**src/rtl/lccp_pkg.sv**
```systemverilog
// Shared constants and types of the coefficient compress, pack and compare block.
package lccp_pkg;

   localparam int unsigned LANES       = 4;
   localparam int unsigned COEFF_W     = 13;
   localparam int unsigned WORD_W      = 32;
   localparam int unsigned NUM_BYTES   = 5;
   localparam int unsigned QUANT_W     = 10;
   localparam int unsigned MULT_K_W    = 21;
   localparam int unsigned PROD_W      = WORD_W + MULT_K_W;
   localparam int unsigned QUEUE_DEPTH = 2;

   localparam logic [WORD_W-1:0]   KYBER_Q   = 32'd3329;
   localparam logic [MULT_K_W-1:0] RECIP_D10 = 21'd1290167;
   localparam logic [MULT_K_W-1:0] RECIP_D4  = 21'd80635;
   localparam logic [WORD_W-1:0]   ROUND_D10 = 32'd1665;
   localparam logic [WORD_W-1:0]   ROUND_D4  = 32'd26640;

   localparam logic [1:0] OP_PACK_D10 = 2'd0;
   localparam logic [1:0] OP_CMP_D10  = 2'd1;
   localparam logic [1:0] OP_PACK_D4  = 2'd2;
   localparam logic [1:0] OP_CMP_D4   = 2'd3;

   localparam logic [2:0] BYTES_D10 = 3'd5;
   localparam logic [2:0] BYTES_D4  = 3'd2;

   // One classified item as it waits between the front and the back.
   typedef struct packed {
      logic [LANES-1:0][WORD_W-1:0] dividend;
      logic                         is_d4;
      logic                         is_cmp;
      logic                         last;
      logic [NUM_BYTES-1:0][7:0]    expected;
   } entry_type;

endpackage

```
**src/rtl/lattice_coeff_compress_pack_compare_top.sv**
```systemverilog
// Top level of the coefficient compress, pack and compare block.
// The block takes one group of four coefficients per cycle while req_stall is low, and
// returns one result item per group, in order. A group passes through the input queue,
// then the register of the four lane multipliers that do the rounding multiply-high, then
// the output register where packing, the compare and the sticky mismatch flag are settled.
// The sustained rate is one item per cycle while rsp_stall is low; the queue of QUEUE_DEPTH
// items absorbs output stalls, and req_stall rises only when it is full.
module lattice_coeff_compress_pack_compare_top #(
   parameter int unsigned QUEUE_DEPTH = lccp_pkg::QUEUE_DEPTH
) (
   input  logic                         clock,
   input  logic                         reset,
   input  logic                         req_valid,
   output logic                         req_stall,
   input  logic [1:0]                   req_opcode,
   input  logic signed [12:0]           req_coeff_0,
   input  logic signed [12:0]           req_coeff_1,
   input  logic signed [12:0]           req_coeff_2,
   input  logic signed [12:0]           req_coeff_3,
   input  logic [7:0]                   req_expect_byte_0,
   input  logic [7:0]                   req_expect_byte_1,
   input  logic [7:0]                   req_expect_byte_2,
   input  logic [7:0]                   req_expect_byte_3,
   input  logic [7:0]                   req_expect_byte_4,
   input  logic                         req_group_last,
   output logic                         rsp_valid,
   input  logic                         rsp_stall,
   output logic [7:0]                   rsp_out_byte_0,
   output logic [7:0]                   rsp_out_byte_1,
   output logic [7:0]                   rsp_out_byte_2,
   output logic [7:0]                   rsp_out_byte_3,
   output logic [7:0]                   rsp_out_byte_4,
   output logic [2:0]                   rsp_byte_count,
   output logic                         rsp_mismatch,
   output logic                         rsp_poly_done
);

   logic [lccp_pkg::LANES-1:0][lccp_pkg::COEFF_W-1:0] coeff;
   logic [lccp_pkg::NUM_BYTES-1:0][7:0]               expected;
   logic [lccp_pkg::NUM_BYTES-1:0][7:0]               rsp_bytes;
   lccp_pkg::entry_type                               front_entry;
   lccp_pkg::entry_type                               queue_entry;
   logic                                              queue_valid;
   logic                                              back_ready;

   assign coeff    = {req_coeff_3, req_coeff_2, req_coeff_1, req_coeff_0};
   assign expected = {req_expect_byte_4, req_expect_byte_3, req_expect_byte_2,
                      req_expect_byte_1, req_expect_byte_0};

   lccp_front u_front (
      .opcode     (req_opcode),
      .coeff      (coeff),
      .expected   (expected),
      .group_last (req_group_last),
      .entry      (front_entry)
   );

   lccp_queue #(
      .DEPTH (QUEUE_DEPTH)
   ) u_queue (
      .clock      (clock),
      .reset      (reset),
      .push_valid (req_valid),
      .push_stall (req_stall),
      .push_entry (front_entry),
      .pop_valid  (queue_valid),
      .pop_ready  (back_ready),
      .pop_entry  (queue_entry)
   );

   lccp_back u_back (
      .clock          (clock),
      .reset          (reset),
      .entry_valid    (queue_valid),
      .entry_ready    (back_ready),
      .entry          (queue_entry),
      .rsp_valid      (rsp_valid),
      .rsp_stall      (rsp_stall),
      .rsp_bytes      (rsp_bytes),
      .rsp_byte_count (rsp_byte_count),
      .rsp_mismatch   (rsp_mismatch),
      .rsp_poly_done  (rsp_poly_done)
   );

   assign rsp_out_byte_0 = rsp_bytes[0];
   assign rsp_out_byte_1 = rsp_bytes[1];
   assign rsp_out_byte_2 = rsp_bytes[2];
   assign rsp_out_byte_3 = rsp_bytes[3];
   assign rsp_out_byte_4 = rsp_bytes[4];

endmodule

```
**src/rtl/lccp_front.sv**
```systemverilog
// Front end: decodes the opcode and forms the rounding dividend of each coefficient.
module lccp_front (
   input  logic [1:0]                                         opcode,
   input  logic [lccp_pkg::LANES-1:0][lccp_pkg::COEFF_W-1:0]  coeff,
   input  logic [lccp_pkg::NUM_BYTES-1:0][7:0]                expected,
   input  logic                                               group_last,
   output lccp_pkg::entry_type                                entry
);

   logic                          is_d4;
   logic                          is_cmp;
   logic [lccp_pkg::LANES-1:0][lccp_pkg::WORD_W-1:0] pos_word;

   always_comb begin
      unique case (opcode)
         lccp_pkg::OP_PACK_D10: begin
            is_d4  = 1'b0;
            is_cmp = 1'b0;
         end
         lccp_pkg::OP_CMP_D10: begin
            is_d4  = 1'b0;
            is_cmp = 1'b1;
         end
         lccp_pkg::OP_PACK_D4: begin
            is_d4  = 1'b1;
            is_cmp = 1'b0;
         end
         default: begin
            is_d4  = 1'b1;
            is_cmp = 1'b1;
         end
      endcase
   end

   // A negative coefficient gets q added; one below -q stays negative and
   // then wraps as a 32-bit word, unlike the in-range values.
   always_comb begin
      for (int i = 0; i < lccp_pkg::LANES; i++) begin
         pos_word[i] = {{(lccp_pkg::WORD_W - lccp_pkg::COEFF_W){coeff[i][lccp_pkg::COEFF_W-1]}},
                        coeff[i]};
         if (coeff[i][lccp_pkg::COEFF_W-1]) begin
            pos_word[i] = pos_word[i] + lccp_pkg::KYBER_Q;
         end
         if (is_d4) begin
            entry.dividend[i] = {pos_word[i][lccp_pkg::WORD_W-9:0], 8'b0} + lccp_pkg::ROUND_D4;
         end else begin
            entry.dividend[i] = {pos_word[i][lccp_pkg::WORD_W-11:0], 10'b0}
                              + lccp_pkg::ROUND_D10;
         end
      end
      entry.is_d4    = is_d4;
      entry.is_cmp   = is_cmp;
      entry.last     = group_last;
      entry.expected = expected;
   end

endmodule

```
**src/rtl/lccp_queue.sv**
```systemverilog
// Short queue of classified items between the front end and the back end.
module lccp_queue #(
   parameter int unsigned DEPTH = lccp_pkg::QUEUE_DEPTH
) (
   input  logic                clock,
   input  logic                reset,
   input  logic                push_valid,
   output logic                push_stall,
   input  lccp_pkg::entry_type push_entry,
   output logic                pop_valid,
   input  logic                pop_ready,
   output lccp_pkg::entry_type pop_entry
);

   localparam int unsigned PTR_W = (DEPTH > 1) ? $clog2(DEPTH) : 1;
   localparam int unsigned CNT_W = $clog2(DEPTH + 1);

   lccp_pkg::entry_type slot_ff [DEPTH];
   logic [PTR_W-1:0]    wr_ptr_ff, wr_ptr_in;
   logic [PTR_W-1:0]    rd_ptr_ff, rd_ptr_in;
   logic [CNT_W-1:0]    count_ff, count_in;
   logic                do_push;
   logic                do_pop;

   assign push_stall = (count_ff == CNT_W'(DEPTH));
   assign pop_valid  = (count_ff != '0);
   assign pop_entry  = slot_ff[rd_ptr_ff];
   assign do_push    = push_valid && !push_stall;
   assign do_pop     = pop_valid && pop_ready;

   always_comb begin
      wr_ptr_in = wr_ptr_ff;
      rd_ptr_in = rd_ptr_ff;
      count_in  = count_ff;
      if (do_push) begin
         wr_ptr_in = (wr_ptr_ff == PTR_W'(DEPTH - 1)) ? '0 : wr_ptr_ff + PTR_W'(1);
      end
      if (do_pop) begin
         rd_ptr_in = (rd_ptr_ff == PTR_W'(DEPTH - 1)) ? '0 : rd_ptr_ff + PTR_W'(1);
      end
      if (do_push && !do_pop) begin
         count_in = count_ff + CNT_W'(1);
      end else if (do_pop && !do_push) begin
         count_in = count_ff - CNT_W'(1);
      end
   end

   always_ff @(posedge clock) begin
      if (reset) begin
         wr_ptr_ff <= '0;
         rd_ptr_ff <= '0;
         count_ff  <= '0;
      end else begin
         wr_ptr_ff <= wr_ptr_in;
         rd_ptr_ff <= rd_ptr_in;
         count_ff  <= count_in;
      end
   end

   always_ff @(posedge clock) begin
      if (do_push) begin
         slot_ff[wr_ptr_ff] <= push_entry;
      end
   end

endmodule

```
**src/rtl/lccp_back.sv**
```systemverilog
// Back end: multiply-high rounding, bit packing, compare and the sticky mismatch flag.
module lccp_back (
   input  logic                              clock,
   input  logic                              reset,
   input  logic                              entry_valid,
   output logic                              entry_ready,
   input  lccp_pkg::entry_type               entry,
   output logic                              rsp_valid,
   input  logic                              rsp_stall,
   output logic [lccp_pkg::NUM_BYTES-1:0][7:0] rsp_bytes,
   output logic [2:0]                        rsp_byte_count,
   output logic                              rsp_mismatch,
   output logic                              rsp_poly_done
);

   // Multiply stage.
   logic                                               s1_valid_ff, s1_valid_in;
   logic [lccp_pkg::LANES-1:0][lccp_pkg::QUANT_W-1:0]  quant_ff, quant_in;
   logic                                               s1_d4_ff;
   logic                                               s1_cmp_ff;
   logic                                               s1_last_ff;
   logic [lccp_pkg::NUM_BYTES-1:0][7:0]                s1_expected_ff;
   logic [lccp_pkg::PROD_W-1:0]                        prod [lccp_pkg::LANES];
   logic [lccp_pkg::MULT_K_W-1:0]                      recip;

   // Output stage.
   logic                                  out_valid_ff, out_valid_in;
   logic [lccp_pkg::NUM_BYTES-1:0][7:0]   bytes_ff, bytes_in;
   logic [2:0]                            count_ff, count_in;
   logic                                  mismatch_ff, mismatch_in;
   logic                                  done_ff;
   logic                                  sticky_ff, sticky_in;
   logic                                  out_ready;
   logic                                  s1_load;
   logic                                  out_load;
   logic                                  differs;

   assign out_ready   = !out_valid_ff || !rsp_stall;
   assign entry_ready = !s1_valid_ff || out_ready;
   assign s1_load     = entry_valid && entry_ready;
   assign out_load    = s1_valid_ff && out_ready;

   // The rounded value sits in bits 41..32 of the product; d=4 keeps the low nibble.
   always_comb begin
      recip = entry.is_d4 ? lccp_pkg::RECIP_D4 : lccp_pkg::RECIP_D10;
      for (int i = 0; i < lccp_pkg::LANES; i++) begin
         prod[i] = lccp_pkg::PROD_W'(entry.dividend[i]) * lccp_pkg::PROD_W'(recip);
         quant_in[i] = prod[i][lccp_pkg::WORD_W + lccp_pkg::QUANT_W - 1:lccp_pkg::WORD_W];
      end
      if (entry_ready) begin
         s1_valid_in = entry_valid;
      end else begin
         s1_valid_in = s1_valid_ff;
      end
   end

   always_comb begin
      bytes_in = '0;
      if (s1_d4_ff) begin
         bytes_in[0] = {quant_ff[1][3:0], quant_ff[0][3:0]};
         bytes_in[1] = {quant_ff[3][3:0], quant_ff[2][3:0]};
         count_in    = lccp_pkg::BYTES_D4;
         differs     = ((bytes_in[0] ^ s1_expected_ff[0]) | (bytes_in[1] ^ s1_expected_ff[1]))
                       != 8'd0;
      end else begin
         bytes_in[0] = quant_ff[0][7:0];
         bytes_in[1] = {quant_ff[1][5:0], quant_ff[0][9:8]};
         bytes_in[2] = {quant_ff[2][3:0], quant_ff[1][9:6]};
         bytes_in[3] = {quant_ff[3][1:0], quant_ff[2][9:4]};
         bytes_in[4] = quant_ff[3][9:2];
         count_in    = lccp_pkg::BYTES_D10;
         differs     = (bytes_in ^ s1_expected_ff) != '0;
      end
      mismatch_in = sticky_ff || (s1_cmp_ff && differs);
      // The flag seen by the item marked last includes it; then the next polynomial starts clean.
      sticky_in   = s1_last_ff ? 1'b0 : mismatch_in;
      if (out_ready) begin
         out_valid_in = s1_valid_ff;
      end else begin
         out_valid_in = out_valid_ff;
      end
   end

   always_ff @(posedge clock) begin
      if (reset) begin
         s1_valid_ff  <= 1'b0;
         out_valid_ff <= 1'b0;
         sticky_ff    <= 1'b0;
      end else begin
         s1_valid_ff  <= s1_valid_in;
         out_valid_ff <= out_valid_in;
         if (out_load) begin
            sticky_ff <= sticky_in;
         end
      end
   end

   always_ff @(posedge clock) begin
      if (s1_load) begin
         quant_ff       <= quant_in;
         s1_d4_ff       <= entry.is_d4;
         s1_cmp_ff      <= entry.is_cmp;
         s1_last_ff     <= entry.last;
         s1_expected_ff <= entry.expected;
      end
      if (out_load) begin
         bytes_ff    <= bytes_in;
         count_ff    <= count_in;
         mismatch_ff <= mismatch_in;
         done_ff     <= s1_last_ff;
      end
   end

   assign rsp_valid      = out_valid_ff;
   assign rsp_bytes      = bytes_ff;
   assign rsp_byte_count = count_ff;
   assign rsp_mismatch   = mismatch_ff;
   assign rsp_poly_done  = done_ff;

endmodule

```
**config.mk**
```make
export PLATFORM = sky130hd
export DESIGN_NAME = lattice_coeff_compress_pack_compare_top
export DESIGN_NICKNAME = d
export VERILOG_FILES = /design/src/rtl/lccp_pkg.sv /design/src/rtl/lattice_coeff_compress_pack_compare_top.sv /design/src/rtl/lccp_front.sv /design/src/rtl/lccp_queue.sv /design/src/rtl/lccp_back.sv
export SDC_FILE = /design/constraint.sdc
export NUM_CORES = 2
export LEC_CHECK = 0
export ABC_CLOCK_PERIOD_IN_PS = 11300
export BUFFER_PORTS_ARGS = -buffer_cell sky130_fd_sc_hd__clkbuf_2
export CAP_MARGIN = 20
export CORE_MARGIN = 8
export CORE_UTILIZATION = 40
export CTS_BUF_LIST = sky130_fd_sc_hd__clkbuf_8
export DETAILED_ROUTE_END_ITERATION = 12
export PLACE_DENSITY_LB_ADDON = 0.1
export SKIP_CTS_REPAIR_TIMING = 1
export SYNTH_ARGS = -nofsm -noshare
export SYNTH_HDL_FRONTEND = slang
export SYNTH_SLANG_ARGS = --single-unit
```
**constraint.sdc**
```tcl
create_clock -name clock -period 11.3 [get_ports clock]
set_input_delay 1.13 -clock clock [delete_from_list [all_inputs] [get_ports clock]]
set_output_delay 1.13 -clock clock [all_outputs]
set_load 0.005 [all_outputs]
```
==> impl_results.html <==
<table>
<tr><th>Metric</th><th>Value</th></tr>
<tr><th colspan="2">Layout</th></tr>
<tr><td>Layout overhead on the synthesized area</td><td>7.87%</td></tr>
<tr><td>Final cell area excluding filler cells</td><td>69,300 sq um</td></tr>
<tr><td>Fraction of final layout cells sized beyond drive strength 1</td><td>7.86%</td></tr>
<tr><td>Top library cells by usage in the layout, fill and taps aside</td><td>sky130_fd_sc_hd__inv_1 (1,891), sky130_fd_sc_hd__fa_1 (1,281), sky130_fd_sc_hd__ha_1 (627)</td></tr>
<tr><td>Final net count</td><td>8,215</td></tr>
<tr><td>Most common library cell in the layout ignoring fill and taps</td><td>sky130_fd_sc_hd__inv_1</td></tr>
<tr><th colspan="2">Worst setup path</th></tr>
<tr><td>Nature of the critical path startpoint</td><td>flop</td></tr>
<tr><td>CP most frequent cell</td><td>sky130_fd_sc_hd__fa_1</td></tr>
<tr><td>Sort of element at the end of the critical path</td><td>flop</td></tr>
<tr><td>Category of the critical setup timing path</td><td>reg2reg</td></tr>
<tr><td>Count of cells along the worst register-to-register path</td><td>26</td></tr>
<tr><td>CP bufs+invs</td><td>7</td></tr>
<tr><td>Reg-to-Reg End</td><td>u_back.quant_ff[29]</td></tr>
<tr><td>Crit path max fanout</td><td>32</td></tr>
<tr><td>Worst EP arrival</td><td>9.75 ns</td></tr>
<tr><td>CP required</td><td>11.83 ns</td></tr>
<tr><td>Crit path max-delay family</td><td>adder cells</td></tr>
<tr><td>Largest stage delay on the critical path</td><td>0.93 ns</td></tr>
<tr><td>Setup slack, reg-to-reg</td><td>2.08 ns</td></tr>
<tr><td>Slowest stage cell, crit path</td><td>sky130_fd_sc_hd__mux2i_1</td></tr>
<tr><th colspan="2">Worst hold path</th></tr>
<tr><td>Endpoint with the worst hold slack</td><td>u_back.rsp_bytes[0]</td></tr>
<tr><td>Number of cells on the worst hold path</td><td>0</td></tr>
<tr><td>Hold Startpoint</td><td>u_back.quant_ff[0]</td></tr>
<tr><td>Type of the worst min-delay path</td><td>reg2reg</td></tr>
<tr><th colspan="2">GRT</th></tr>
<tr><td>GRT Residual Overflow</td><td>0</td></tr>
<tr><td>Tot GR Track Use</td><td>20.9%</td></tr>
<tr><td>Initial antenna violation count</td><td>11</td></tr>
<tr><td>Global-route met1 utilization</td><td>30.2%</td></tr>
<tr><td>GRT met2 Usage</td><td>33.4%</td></tr>
<tr><td>First-pass GRT wire length</td><td>275,000 um</td></tr>
<tr><td>Met3 layer usage reported by global route</td><td>2.69%</td></tr>
<tr><td>Vias in the first global route</td><td>44,222</td></tr>
<tr><td>Maximum number of pins on one net before global-route repair</td><td>106</td></tr>
<tr><td>Highest-utilization routing layer at the global route stage</td><td>met2</td></tr>
<tr><th colspan="2">Timing</th></tr>
<tr><td>Final period demand of the worst path</td><td>9.22 ns</td></tr>
<tr><td>Actual slew at the worst max-slew pin</td><td>1.03 ns</td></tr>
<tr><td>Sum Neg Setup Slack</td><td>0 ns</td></tr>
<tr><td>RSZ-0062 raised after global routing</td><td>no</td></tr>
<tr><td>Final-report hold violation count</td><td>0</td></tr>
<tr><td>Number of failing setup endpoints in the final timing report</td><td>0</td></tr>
<tr><td>Final worst path period share</td><td>81.6%</td></tr>
<tr><td>Number of pins with negative max-slew slack in the final report</td><td>0</td></tr>
<tr><td>Fmax</td><td>0.108 GHz</td></tr>
<tr><td>Setup Skew</td><td>0.0445 ns</td></tr>
<tr><td>Max-Slew Margin vs Limit</td><td>29.5%</td></tr>
<tr><th colspan="2">Run status</th></tr>
<tr><td>Result of the run</td><td>completed</td></tr>
<tr><th colspan="2">Die</th></tr>
<tr><td>Starting Density</td><td>40.2%</td></tr>
<tr><td>Overall die height</td><td>417 um</td></tr>
<tr><td>Placeable core region</td><td>160,000 sq um</td></tr>
<tr><td>Standard-cell rows</td><td>147</td></tr>
<tr><td>Count of pins on the block boundary</td><td>146</td></tr>
<tr><td>Area of the die</td><td>174,000 sq um</td></tr>
<tr><td>Width of the chip</td><td>417 um</td></tr>
<tr><th colspan="2">Synth</th></tr>
<tr><td>Mapped Avg Cell Area</td><td>10.7 sq um</td></tr>
<tr><td>Seq/Total Area, Yosys</td><td>19.3%</td></tr>
<tr><td>Post-synthesis net count</td><td>7,994</td></tr>
<tr><td>Warnings from Yosys</td><td>0</td></tr>
<tr><td>Cell area after synthesis</td><td>64,300 sq um</td></tr>
<tr><td>Number of distinct library cells after synthesis</td><td>90</td></tr>
<tr><td>Instance count of the mapped netlist</td><td>5,985</td></tr>
<tr><td>Count of flip-flops with a built-in enable after synthesis</td><td>407</td></tr>
<tr><td>Async SR Flop Fraction</td><td>0%</td></tr>
<tr><td>Register bit count reported by yosys</td><td>415</td></tr>
<tr><td>Primary FF master, synth</td><td>sky130_fd_sc_hd__edfxtp_1</td></tr>
<tr><th colspan="2">Detailed routing</th></tr>
<tr><td>Via Count</td><td>39,851</td></tr>
<tr><td>Ratio of routed vias to standard cells</td><td>4.77</td></tr>
<tr><td>DRC Markers</td><td>0</td></tr>
<tr><td>Routed wire length</td><td>178,000 um</td></tr>
<tr><td>Post-DR wirelength/cell</td><td>21.3 um</td></tr>
<tr><td>Number of DRC markers after the initial detailed-route iteration</td><td>2,240</td></tr>
<tr><td>Antenna-violating nets left</td><td>0</td></tr>
<tr><td>Drt first pass iters</td><td>5</td></tr>
<tr><th colspan="2">CTS</th></tr>
<tr><td>CTS buffer count</td><td>75</td></tr>
<tr><td>Clock slew at reported path FFs</td><td>0.08 ns</td></tr>
<tr><td>TritonCTS clock tree</td><td>built</td></tr>
<tr><td>Clock Latency Late Sink</td><td>0.78 ns</td></tr>
<tr><td>Buffers from clock root to sink, at most</td><td>3</td></tr>
<tr><td>Clock sinks</td><td>415</td></tr>
<tr><td>Root buffer cell</td><td>sky130_fd_sc_hd__clkbuf_8</td></tr>
<tr><td>H-tree levels</td><td>3</td></tr>
<tr><th colspan="2">Placement</th></tr>
<tr><td>DP Wirelength</td><td>153,000 um</td></tr>
<tr><td>Port Buffer Count</td><td>145</td></tr>
<tr><td>Global placement routability congestion</td><td>0.896</td></tr>
<tr><td>Placed cell area</td><td>67,900 sq um</td></tr>
<tr><th colspan="2">Job</th></tr>
<tr><td>Maximum capacitance violations</td><td>0</td></tr>
</table>
## area by class of cell
cell class	instances	area, sq um
Fill cell	15605	90700
Multi-Input combinational cell	3607	44500
Sequential cell	415	12400
Inverter	1881	7070
Tap cell	2086	2610
Timing Repair Buffer	226	1370
Clock buffer	75	1030
Clock inverter	59	413
Antenna cell	3	7.51
## logic make-up after synthesis
group | synth area share (%)
and+or+nand+nor | 5.99
buffers and inverters | 11.6
AOI/OAI and AO/OA | 3.53
xor gates and xnor gates | 4.56
muxes | 2.88
DFF | 19.3
adders and majority gates | 52.2
## cell usage after synthesis, types with 15 or more instances
| cell type | instances | area share (%) |
|---|---|---|
| sky130_fd_sc_hd__clkbuf_1 | 33 | 0.19 |
| sky130_fd_sc_hd__xnor2_1 | 201 | 2.7 |
| sky130_fd_sc_hd__nor2_1 | 271 | 1.6 |
| sky130_fd_sc_hd__nand3_1 | 40 | 0.31 |
| sky130_fd_sc_hd__nor2b_1 | 37 | 0.36 |
| sky130_fd_sc_hd__a21o_1 | 24 | 0.28 |
| sky130_fd_sc_hd__or2_2 | 49 | 0.48 |
| sky130_fd_sc_hd__mux2_2 | 70 | 1.2 |
| sky130_fd_sc_hd__nand4_1 | 21 | 0.20 |
| sky130_fd_sc_hd__ha_1 | 629 | 12 |
| sky130_fd_sc_hd__nand2_1 | 246 | 1.4 |
| sky130_fd_sc_hd__fa_1 | 1281 | 40 |
| sky130_fd_sc_hd__edfxtp_1 | 407 | 19 |
| sky130_fd_sc_hd__and3_1 | 15 | 0.15 |
| sky130_fd_sc_hd__mux2i_1 | 101 | 1.6 |
| sky130_fd_sc_hd__a21oi_1 | 156 | 1.2 |
| sky130_fd_sc_hd__nor4_1 | 16 | 0.16 |
| sky130_fd_sc_hd__nand2b_1 | 19 | 0.18 |
| sky130_fd_sc_hd__o21ai_0 | 83 | 0.65 |
| sky130_fd_sc_hd__nor3_1 | 45 | 0.35 |
| sky130_fd_sc_hd__buf_2 | 27 | 0.21 |
| sky130_fd_sc_hd__xor2_1 | 126 | 1.7 |
| sky130_fd_sc_hd__inv_1 | 1878 | 11 |
## how the worst max path moves through the flow
stage               cells past startpoint  from                   to  slack (ns)
floorplan                              28  flop  u_back.quant_ff[39]        2.33
global placement                       26  flop  u_back.quant_ff[29]        1.99
detailed placement                     26  flop  u_back.quant_ff[29]        2.01
CTS                                    26  flop  u_back.quant_ff[29]        2.04
global route                           26  flop  u_back.quant_ff[29]        1.52
finish                                 26  flop  u_back.quant_ff[29]        2.08
## registers in the layout (all words and copies together), names as in the netlist, 2 cells and up, named ones only
register	cells
u_queue.count_ff	2
u_back.rsp_bytes	40
u_back.quant_ff	40
u_back.s1_expected_ff	40
u_back.rsp_byte_count	2
u_queue.slot_ff	280
## worst reg2reg max path: cells and delay by family (launching register included)
kind	cells	cell delay [ns]
AO/OA/AOI/OAI	7	1.36
XOR/XNOR	1	0.08
adder cells (fa/ha/maj)	8	3.81
buffers and inverters	7	1.49
flip-flops	1	0.68
multiplexers	1	0.98
AND/OR/NAND/NOR	2	0.60
## per-stage QoR
| step | hold slack (ns) | setup slack, ns | instances | utilization (%) |
|---|---|---|---|---|
| finish | 0.471 | 2.08 | 8352 | 43.3 |
| global placement | 0.471 | 1.99 | 8213 | 42.4 |
| detailed placement | 0.465 | 2.01 | 8215 | 42.4 |
| floorplan | 0.427 | 2.33 | 5985 | - |
| CTS | 0.429 | 2.04 | 8349 | 43.3 |
| global route | 0.477 | 1.52 | 8352 | 43.3 |
## layer usage
layer  up-vias  part of all wire (%)
met3       195                   4.2
met1     20315                    47
met5         -                0.0073
li1      18501                     -
met2       838                    46
met4         2                   2.9
Power is not shown: default switching activity piles up to over one toggle a cycle in this logic, so the estimate is an artifact.
